[src/sv/ubdc_pkg.sv]
// ubdc_pkg: shared constants for the UART baud divisor calculator.
// Holds field widths, reset values, parameter defaults and status codes.
// No dependencies.
`timescale 1ns / 1ps

package ubdc_pkg;

  localparam int CLOCK_HZ_DEF    = 16000000;
  localparam int DIVISOR_MAX_DEF = 4095;

  localparam int RATE_W    = 32;
  localparam int DIVISOR_W = 12;
  localparam int STATUS_W  = 2;

  localparam logic [RATE_W-1:0]    RATE_RESET = 32'd115200;
  localparam logic [DIVISOR_W-1:0] DIV_RESET  = 12'd16;
  localparam logic                 DS_RESET   = 1'b1;

  localparam logic [STATUS_W-1:0] ST_OK       = 2'd0;
  localparam logic [STATUS_W-1:0] ST_TOO_HIGH = 2'd1;
  localparam logic [STATUS_W-1:0] ST_TOO_LOW  = 2'd2;

endpackage

[src/sv/uart_baud_divisor_calculator.sv]
// Flow: a rejected rate goes straight to S_FINISH; an accepted one takes one division in
// S_DIV1, and in async mode, when the double-speed divisor is too large, a second one
// in S_DIV2 at normal speed, both on the bit-serial divider, before S_FINISH.
// One item at a time: in_stall stays high from acceptance until the result is loaded.
// Synchronous reset restores 115200 bit/s, divisor 16, double speed, async mode.
// Uses ubdc_pkg and ubdc_divider.
`timescale 1ns / 1ps

module uart_baud_divisor_calculator #(
  parameter int CLOCK_HZ    = ubdc_pkg::CLOCK_HZ_DEF,
  parameter int DIVISOR_MAX = ubdc_pkg::DIVISOR_MAX_DEF
) (
  input  logic                           clk,
  input  logic                           rst,
  input  logic                           cfg_wr_en,
  input  logic                           cfg_wr_data,
  input  logic                           in_valid,
  output logic                           in_stall,
  input  logic [ubdc_pkg::RATE_W-1:0]    requested_rate,
  output logic                           out_valid,
  input  logic                           out_stall,
  output logic [ubdc_pkg::DIVISOR_W-1:0] divisor,
  output logic                           double_speed,
  output logic [ubdc_pkg::STATUS_W-1:0]  status,
  output logic [ubdc_pkg::RATE_W-1:0]    applied_rate
);

  localparam int NUM_W = $clog2(2 * CLOCK_HZ + 1);
  localparam logic [ubdc_pkg::RATE_W-1:0] SYNC_LIMIT  = ubdc_pkg::RATE_W'(CLOCK_HZ / 2);
  localparam logic [ubdc_pkg::RATE_W-1:0] ASYNC_LIMIT = ubdc_pkg::RATE_W'(CLOCK_HZ / 8);
  localparam logic [NUM_W-1:0] CLK_N = NUM_W'(CLOCK_HZ);
  localparam logic [NUM_W-1:0] MAX_N = NUM_W'(DIVISOR_MAX);

  typedef enum logic [3:0] {
    S_IDLE   = 4'b0001,
    S_DIV1   = 4'b0010,
    S_DIV2   = 4'b0100,
    S_FINISH = 4'b1000
  } state_t;

  state_t state;
  logic   sync_mode;

  logic [ubdc_pkg::RATE_W-1:0]    rate;
  logic [ubdc_pkg::STATUS_W-1:0]  res_status;
  logic [ubdc_pkg::DIVISOR_W-1:0] res_div;
  logic                           res_ds;

  logic [ubdc_pkg::RATE_W-1:0]    last_good_rate;
  logic [ubdc_pkg::DIVISOR_W-1:0] last_divisor;
  logic                           last_double_speed;

  logic             accept;
  logic             too_high;
  logic             is_zero;
  logic             div_start;
  logic             div_done;
  logic [NUM_W-1:0] div_dividend;
  logic [NUM_W-1:0] div_den;
  logic [NUM_W-1:0] quotient;
  logic [NUM_W-1:0] div_val;
  logic             over;
  logic [NUM_W-1:0] b_n;
  logic [NUM_W-1:0] rate_n;
  logic             out_free;
  logic             res_ok;

  assign in_stall = (state != S_IDLE);
  assign accept   = in_valid && (state == S_IDLE);
  assign too_high = sync_mode ? (requested_rate > SYNC_LIMIT) : (requested_rate > ASYNC_LIMIT);
  assign is_zero  = (requested_rate == '0);
  assign b_n      = requested_rate[NUM_W-1:0];
  assign rate_n   = rate[NUM_W-1:0];
  assign div_val  = (quotient == '0) ? '0 : (quotient - NUM_W'(1));
  assign over     = div_val > MAX_N;
  assign out_free = !out_valid || !out_stall;
  assign res_ok   = (res_status == ubdc_pkg::ST_OK);

  always_comb begin
    div_start = 1'b0;
    if (accept && !too_high && !is_zero) begin
      div_start = 1'b1;
    end
    if ((state == S_DIV1) && div_done && !sync_mode && over) begin
      div_start = 1'b1;
    end
    if (state == S_IDLE) begin
      if (sync_mode) begin
        div_dividend = CLK_N + b_n;
        div_den      = b_n << 1;
      end else begin
        div_dividend = CLK_N + (b_n << 2);
        div_den      = b_n << 3;
      end
    end else begin
      div_dividend = CLK_N + (rate_n << 3);
      div_den      = rate_n << 4;
    end
  end

  ubdc_divider #(
    .NUM_W(NUM_W)
  ) u_div (
    .clk      (clk),
    .rst      (rst),
    .start    (div_start),
    .dividend (div_dividend),
    .den_in   (div_den),
    .done     (div_done),
    .quotient (quotient)
  );

  always_ff @(posedge clk) begin
    if (rst) begin
      state             <= S_IDLE;
      sync_mode         <= 1'b0;
      out_valid         <= 1'b0;
      last_good_rate    <= ubdc_pkg::RATE_RESET;
      last_divisor      <= ubdc_pkg::DIV_RESET;
      last_double_speed <= ubdc_pkg::DS_RESET;
    end else begin
      if (cfg_wr_en) begin
        sync_mode <= cfg_wr_data;
      end
      if (out_valid && !out_stall) begin
        out_valid <= 1'b0;
      end
      case (state)
        S_IDLE: begin
          if (accept) begin
            rate   <= requested_rate;
            res_ds <= 1'b0;
            if (too_high) begin
              res_status <= ubdc_pkg::ST_TOO_HIGH;
              state      <= S_FINISH;
            end else if (is_zero) begin
              res_status <= ubdc_pkg::ST_TOO_LOW;
              state      <= S_FINISH;
            end else begin
              state <= S_DIV1;
            end
          end
        end
        S_DIV1: begin
          if (div_done) begin
            res_div <= div_val[ubdc_pkg::DIVISOR_W-1:0];
            if (sync_mode) begin
              res_ds     <= 1'b0;
              res_status <= over ? ubdc_pkg::ST_TOO_LOW : ubdc_pkg::ST_OK;
              state      <= S_FINISH;
            end else if (!over) begin
              res_ds     <= 1'b1;
              res_status <= ubdc_pkg::ST_OK;
              state      <= S_FINISH;
            end else begin
              state <= S_DIV2;
            end
          end
        end
        S_DIV2: begin
          if (div_done) begin
            res_div    <= div_val[ubdc_pkg::DIVISOR_W-1:0];
            res_ds     <= 1'b0;
            res_status <= over ? ubdc_pkg::ST_TOO_LOW : ubdc_pkg::ST_OK;
            state      <= S_FINISH;
          end
        end
        S_FINISH: begin
          if (out_free) begin
            if (res_ok) begin
              last_good_rate    <= rate;
              last_divisor      <= res_div;
              last_double_speed <= res_ds;
            end
            out_valid <= 1'b1;
            state     <= S_IDLE;
          end
        end
        default: begin
          state <= S_IDLE;
        end
      endcase
    end
  end

  always_ff @(posedge clk) begin
    if ((state == S_FINISH) && out_free) begin
      status       <= res_status;
      divisor      <= res_ok ? res_div : last_divisor;
      double_speed <= res_ok ? res_ds : last_double_speed;
      applied_rate <= res_ok ? rate : last_good_rate;
    end
  end

endmodule

[src/sv/ubdc_divider.sv]
// ubdc_divider: restoring unsigned divider, one quotient bit per cycle.
// Shared by every divisor computation of the calculator; no package use.
`timescale 1ns / 1ps

module ubdc_divider #(
  parameter int NUM_W = 25
) (
  input  logic             clk,
  input  logic             rst,
  input  logic             start,
  input  logic [NUM_W-1:0] dividend,
  input  logic [NUM_W-1:0] den_in,
  output logic             done,
  output logic [NUM_W-1:0] quotient
);

  localparam int CNT_W = $clog2(NUM_W + 1);

  logic [NUM_W-1:0] num;
  logic [NUM_W-1:0] den;
  logic [NUM_W-1:0] rem;
  logic [CNT_W-1:0] cnt;
  logic             busy;

  logic [NUM_W:0]   rem_sh;
  logic             qbit;
  logic [NUM_W:0]   rem_sub;

  assign rem_sh   = {rem, num[NUM_W-1]};
  assign qbit     = rem_sh >= {1'b0, den};
  assign rem_sub  = qbit ? (rem_sh - {1'b0, den}) : rem_sh;
  assign quotient = num;

  always_ff @(posedge clk) begin
    if (rst) begin
      busy <= 1'b0;
      done <= 1'b0;
      cnt  <= '0;
    end else begin
      done <= 1'b0;
      if (start) begin
        num  <= dividend;
        den  <= den_in;
        rem  <= '0;
        cnt  <= CNT_W'(NUM_W);
        busy <= 1'b1;
      end else if (busy) begin
        rem <= rem_sub[NUM_W-1:0];
        num <= {num[NUM_W-2:0], qbit};
        cnt <= cnt - CNT_W'(1);
        if (cnt == CNT_W'(1)) begin
          busy <= 1'b0;
          done <= 1'b1;
        end
      end
    end
  end

endmodule

[config.mk]
export PLATFORM = sky130hd
export DESIGN_NAME = uart_baud_divisor_calculator
export DESIGN_NICKNAME = d
export VERILOG_FILES = /design/src/sv/ubdc_pkg.sv /design/src/sv/uart_baud_divisor_calculator.sv /design/src/sv/ubdc_divider.sv
export SDC_FILE = /design/constraint.sdc
export NUM_CORES = 1
export LEC_CHECK = 0
export CORE_ASPECT_RATIO = 0.7
export CORE_MARGIN = 2
export CORE_UTILIZATION = 64
export DETAILED_ROUTE_END_ITERATION = 12
export DONT_BUFFER_PORTS = 1
export GPL_TIMING_DRIVEN = 0
export HOLD_SLACK_MARGIN = 0.08
export PLACE_DENSITY = 0.82
export SYNTH_ARGS = -nofsm -noshare
export SYNTH_HDL_FRONTEND = slang
export SYNTH_SLANG_ARGS = --single-unit
[constraint.sdc]
create_clock -name clk -period 8.9 [get_ports clk]
set_input_delay 2.67 -clock clk [delete_from_list [all_inputs] [get_ports clk]]
set_output_delay 2.67 -clock clk [all_outputs]
set_load 0.01 [all_outputs]
==> impl_metrics.prom <==
# TYPE chip_impl_metric gauge
chip_impl_metric{name="dpl_worst_slack",unit="ps"} 2331
chip_impl_metric{name="route.detailed.wl_per_inst",unit="um"} 20.14
chip_impl_metric{name="floorplan.die.height",unit="um"} 114.8
chip_impl_metric{name="drt.antenna.violating_nets",unit=""} 0
chip_impl_metric{name="yosys.cell_types.count",unit=""} 74
chip_impl_metric{name="pin_count_of_the_biggest_net_entering_global_routing",unit=""} 41
chip_impl_metric{name="cts.repair.resized",unit=""} 0
chip_impl_metric{name="cts-hold-fix-buffers",unit=""} 0
chip_impl_metric{name="first_pass_iters",unit=""} 6
chip_impl_metric{name="synth-seq-area-share",unit=""} 0.5531
chip_impl_info{name="netlist_top_cells_area",value="sky130_fd_sc_hd__edfxtp_1 45%, sky130_fd_sc_hd__dfxtp_1 10%, sky130_fd_sc_hd__mux2_2 5.2%"} 1
chip_impl_metric{name="placed_cell_area",unit="mm^2"} 0.01161
chip_impl_metric{name="p_per_area",unit="mW/mm^2"} 188.7
chip_impl_metric{name="grt_pass1_vias",unit=""} 7790
chip_impl_metric{name="timing.fmax",unit="GHz"} 0.1604
chip_impl_metric{name="global_route_wire_length_before_repair",unit="um"} 41810
chip_impl_info{name="tritoncts",value="built"} 1
chip_impl_metric{name="postCtsSetupBuffers",unit=""} 0
chip_impl_metric{name="finalHoldWorstSlack",unit="ps"} 465.0
chip_impl_metric{name="synth-async-reset-ratio",unit=""} 0
chip_impl_metric{name="cap_viol_max_count",unit=""} 0
chip_impl_metric{name="grt_antenna_before_repair",unit=""} 0
chip_impl_metric{name="final.period_utilization",unit=""} 0.7006
chip_impl_metric{name="boundaryPins",unit=""} 87
chip_impl_metric{name="num_antenna_cells",unit=""} 0
chip_impl_metric{name="post_route_cells_drive_above_1_share",unit=""} 0.1264
chip_impl_metric{name="crit_path_time_final",unit="ps"} 6235
chip_impl_metric{name="numCtsBuffers",unit=""} 21
chip_impl_metric{name="placeableCoreArea",unit="mm^2"} 0.01717
chip_impl_metric{name="fin_area",unit="mm^2"} 0.01223
chip_impl_metric{name="worst_slew_pin_slew",unit="ps"} 1019
chip_impl_metric{name="grt_remaining_overflow",unit=""} 0
chip_impl_metric{name="worst_ep_required_time",unit="ps"} 9090
chip_impl_metric{name="routabilityCongestion",unit=""} 0.9426
chip_impl_metric{name="initial_core_util",unit=""} 0.6536
chip_impl_metric{name="area_share_of_the_leading_cell_type_in_the_synthesized_netlist",unit=""} 0.4496
chip_impl_info{name="library_cell_with_the_largest_summed_area_after_synthesis",value="sky130_fd_sc_hd__edfxtp_1"} 1
chip_impl_info{name="worstSetupStartpointType",value="primary input"} 1
chip_impl_metric{name="routed_wl",unit="um"} 26480
chip_impl_metric{name="finalWorstSetupSlack",unit="ps"} 2665
chip_impl_metric{name="ir_worst_vdd",unit="uV"} 148.2
chip_impl_metric{name="drc",unit=""} 0
chip_impl_metric{name="syn_to_final_growth",unit="%"} 8.966
chip_impl_metric{name="routed-via-count",unit=""} 8206
chip_impl_metric{name="edff_count_synth",unit=""} 168
chip_impl_metric{name="finalHoldViolCount",unit=""} 0
chip_impl_info{name="worstHoldPathType",value="register to register"} 1
chip_impl_metric{name="post_synthesis_register_bit_count",unit=""} 226
chip_impl_info{name="worst-setup-path-type",value="primary input to register"} 1
chip_impl_info{name="status",value="finished clean"} 1
chip_impl_metric{name="dieWidth",unit="um"} 162.3
chip_impl_metric{name="static_leakage",unit="uW"} 0.004505
chip_impl_metric{name="core.rowCount",unit=""} 40
chip_impl_info{name="synth_commonest_cells",value="168 x sky130_fd_sc_hd__edfxtp_1, 153 x sky130_fd_sc_hd__nor2_1, 111 x sky130_fd_sc_hd__nand2_1"} 1
chip_impl_metric{name="initialDrtViolationCount",unit=""} 869
chip_impl_metric{name="cts.reportedPaths.clkPinSlew",unit="ps"} 70
chip_impl_metric{name="timing.clock.skew",unit="ps"} 12.80
chip_impl_metric{name="avgViaCountPerCell",unit=""} 6.240
chip_impl_metric{name="design.die.area",unit="mm^2"} 0.01862
chip_impl_info{name="timing.critical_path.to_type",value="register"} 1
chip_impl_metric{name="syn_avg_cell_area",unit="um^2"} 10.75
chip_impl_metric{name="synth.yosys.warnings",unit=""} 0
chip_impl_info{name="root_buffer",value="sky130_fd_sc_hd__clkbuf_16"} 1
chip_impl_metric{name="slew_violations",unit=""} 0
chip_impl_metric{name="clock_tree.htree_level_count",unit=""} 1
chip_impl_metric{name="cts.sinks",unit=""} 226
chip_impl_metric{name="mappedNetlistArea",unit="mm^2"} 0.01122
chip_impl_metric{name="finalSetupViolCount",unit=""} 0
chip_impl_metric{name="grtUsageTotal",unit=""} 0.2868
chip_impl_info{name="yosys.cell_count.top_type",value="sky130_fd_sc_hd__edfxtp_1"} 1
chip_impl_metric{name="synthesis.instances",unit=""} 1044
chip_impl_metric{name="worst-path-max-fanout",unit=""} 31
chip_impl_metric{name="final_nets",unit=""} 1138
chip_impl_metric{name="clk-insertion-delay-late",unit="ps"} 500
chip_impl_metric{name="cts.path.max_buffers",unit=""} 3
chip_impl_info{name="rsz0062_at_grt",value="no"} 1
chip_impl_metric{name="maxSlewHeadroom",unit=""} 0.3145
chip_impl_metric{name="synth_fp_nets",unit=""} 1111
chip_impl_metric{name="buffer_ports.inserted",unit=""} 0
chip_impl_info{name="synth_ff_type",value="sky130_fd_sc_hd__edfxtp_1"} 1
chip_impl_metric{name="dpl.hpwl",unit="um"} 18910
chip_impl_metric{name="timing.critical_path.arrival",unit="ps"} 6430
[flip-flops by register name (all words and copies together), names as in the netlist]
| signal | cells |
|---|---|
| applied_rate | 32 |
| u_div.quotient | 25 |
| out_valid | 1 |
| res_ds | 1 |
| last_good_rate | 32 |
| u_div.cnt | 5 |
| sync_mode | 1 |
| rate | 32 |
| status | 2 |
| res_status | 2 |
| state | 4 |
| u_div.rem | 25 |
| double_speed | 1 |
| last_double_speed | 1 |
| u_div.den | 24 |
| u_div.busy | 1 |
| divisor | 12 |
| res_div | 12 |
| last_divisor | 12 |
| u_div.done | 1 |
[cell families (layout without fill, tap and decap cells)]
kind of cell               count (synthesis)  count (layout)  synth area share
adders and majority gates                 29              29           0.03301
DFF                                      226             226            0.5531
AOI/OAI and AO/OA                        151             151           0.08866
xor gates and xnor gates                  40              40           0.03123
muxes                                     88              88           0.08442
and+or+nand+nor                          415             415            0.1734
buffers and inverters                     95             135           0.03613
[critical path, cell delays in order]
cell,delay (ps)
sky130_fd_sc_hd__nor4_1,850
sky130_fd_sc_hd__nand4_1,240
sky130_fd_sc_hd__nor4_1,330
sky130_fd_sc_hd__o311ai_1,140
sky130_fd_sc_hd__a21o_1,200
sky130_fd_sc_hd__a21oi_1,520
sky130_fd_sc_hd__a21bo_2,240
sky130_fd_sc_hd__buf_6,150
sky130_fd_sc_hd__buf_6,160
sky130_fd_sc_hd__nor2_1,80
sky130_fd_sc_hd__nor2_4,520
sky130_fd_sc_hd__buf_12,300
[layout make-up]
class / count / area, um^2
inverter: 48 / 180.2
clock buffer: 31 / 593.1
tap: 231 / 289.0
multi-input combinational: 723 / 4631
clock inverter: 5 / 25.02
timing repair buffer: 4 / 75.07
sequential: 226 / 6206
fill: 1196 / 4941
buffer: 47 / 226.5
[placed cells by master (no fill, tap or decap), types with 4 or more instances in the layout]
cell / Yosys / routed
sky130_fd_sc_hd__xnor2_1: 30 / 30
sky130_fd_sc_hd__nand2_1: 111 / 111
sky130_fd_sc_hd__clkbuf_16: 0 / 21
sky130_fd_sc_hd__and2_1: 4 / 4
sky130_fd_sc_hd__a21oi_1: 47 / 47
sky130_fd_sc_hd__dfxtp_1: 58 / 58
sky130_fd_sc_hd__nand2b_1: 6 / 6
sky130_fd_sc_hd__a21o_1: 4 / 4
sky130_fd_sc_hd__o21a_1: 7 / 7
sky130_fd_sc_hd__nand4_1: 9 / 9
sky130_fd_sc_hd__clkbuf_1: 24 / 31
sky130_fd_sc_hd__o22ai_1: 4 / 4
sky130_fd_sc_hd__nand3b_1: 8 / 8
sky130_fd_sc_hd__a21boi_0: 4 / 4
sky130_fd_sc_hd__buf_6: 4 / 4
sky130_fd_sc_hd__a31oi_1: 5 / 5
sky130_fd_sc_hd__nor4b_1: 5 / 5
sky130_fd_sc_hd__or3_1: 4 / 4
sky130_fd_sc_hd__and3_1: 4 / 4
sky130_fd_sc_hd__nor2_1: 153 / 150
sky130_fd_sc_hd__or2_2: 6 / 6
sky130_fd_sc_hd__ha_1: 28 / 28
sky130_fd_sc_hd__nor3_1: 58 / 58
sky130_fd_sc_hd__o21ai_0: 33 / 33
sky130_fd_sc_hd__nor2b_1: 4 / 4
sky130_fd_sc_hd__inv_1: 46 / 46
sky130_fd_sc_hd__a21oi_2: 7 / 7
sky130_fd_sc_hd__nor4_1: 15 / 15
sky130_fd_sc_hd__nand3_1: 10 / 10
sky130_fd_sc_hd__mux2_2: 52 / 52
sky130_fd_sc_hd__xor2_1: 10 / 10
sky130_fd_sc_hd__o31ai_1: 4 / 4
sky130_fd_sc_hd__buf_1: 8 / 7
sky130_fd_sc_hd__buf_2: 9 / 10
sky130_fd_sc_hd__o21bai_1: 4 / 4
sky130_fd_sc_hd__mux2i_1: 35 / 35
sky130_fd_sc_hd__edfxtp_1: 168 / 168
[routing by layer]
metal	wire length, um	vias to the layer above	part of all wire	track usage
li1	-	3795	-	-
met2	11160	456	0.42	0.4227
met4	600	0	0.023	0.07552
met5	0	-	0	0
met3	2833	53	0.11	0.06674
met1	11880	3902	0.45	0.4321
[where the power goes]
part / switching, uW / internal, uW
registers: 27.3 / 1180
logic: 167 / 92.8
clock network: 377 / 460
[worst paths after layout]
check | from | cells past startpoint | slack [ps] | end
setup / recovery | requested_rate[3] | 12 | 2660 | u_div.quotient[21]
hold reg to reg | res_status[0] | 0 | 470 | status[0]
hold / removal | res_status[0] | 0 | 470 | status[0]
setup reg to reg | u_div.quotient[4] | 12 | 5000 | u_div.quotient[21]
[per-stage QoR]
| step | total power, uW | util | std cells | TNS [ps] |
|---|---|---|---|---|
| floorplan | 1413 | - | 1044 | 0 |
| global placement | 1472 | 0.6704 | 1275 | -6646 |
| detailed placement | 1484 | 0.6762 | 1279 | 0 |
| CTS | 2309 | 0.7122 | 1315 | 0 |
| global route | 2380 | 0.7122 | 1315 | 0 |
| finish | 2307 | 0.7122 | 1315 | 0 |
Note: power is estimated with default switching activity, not from simulation.
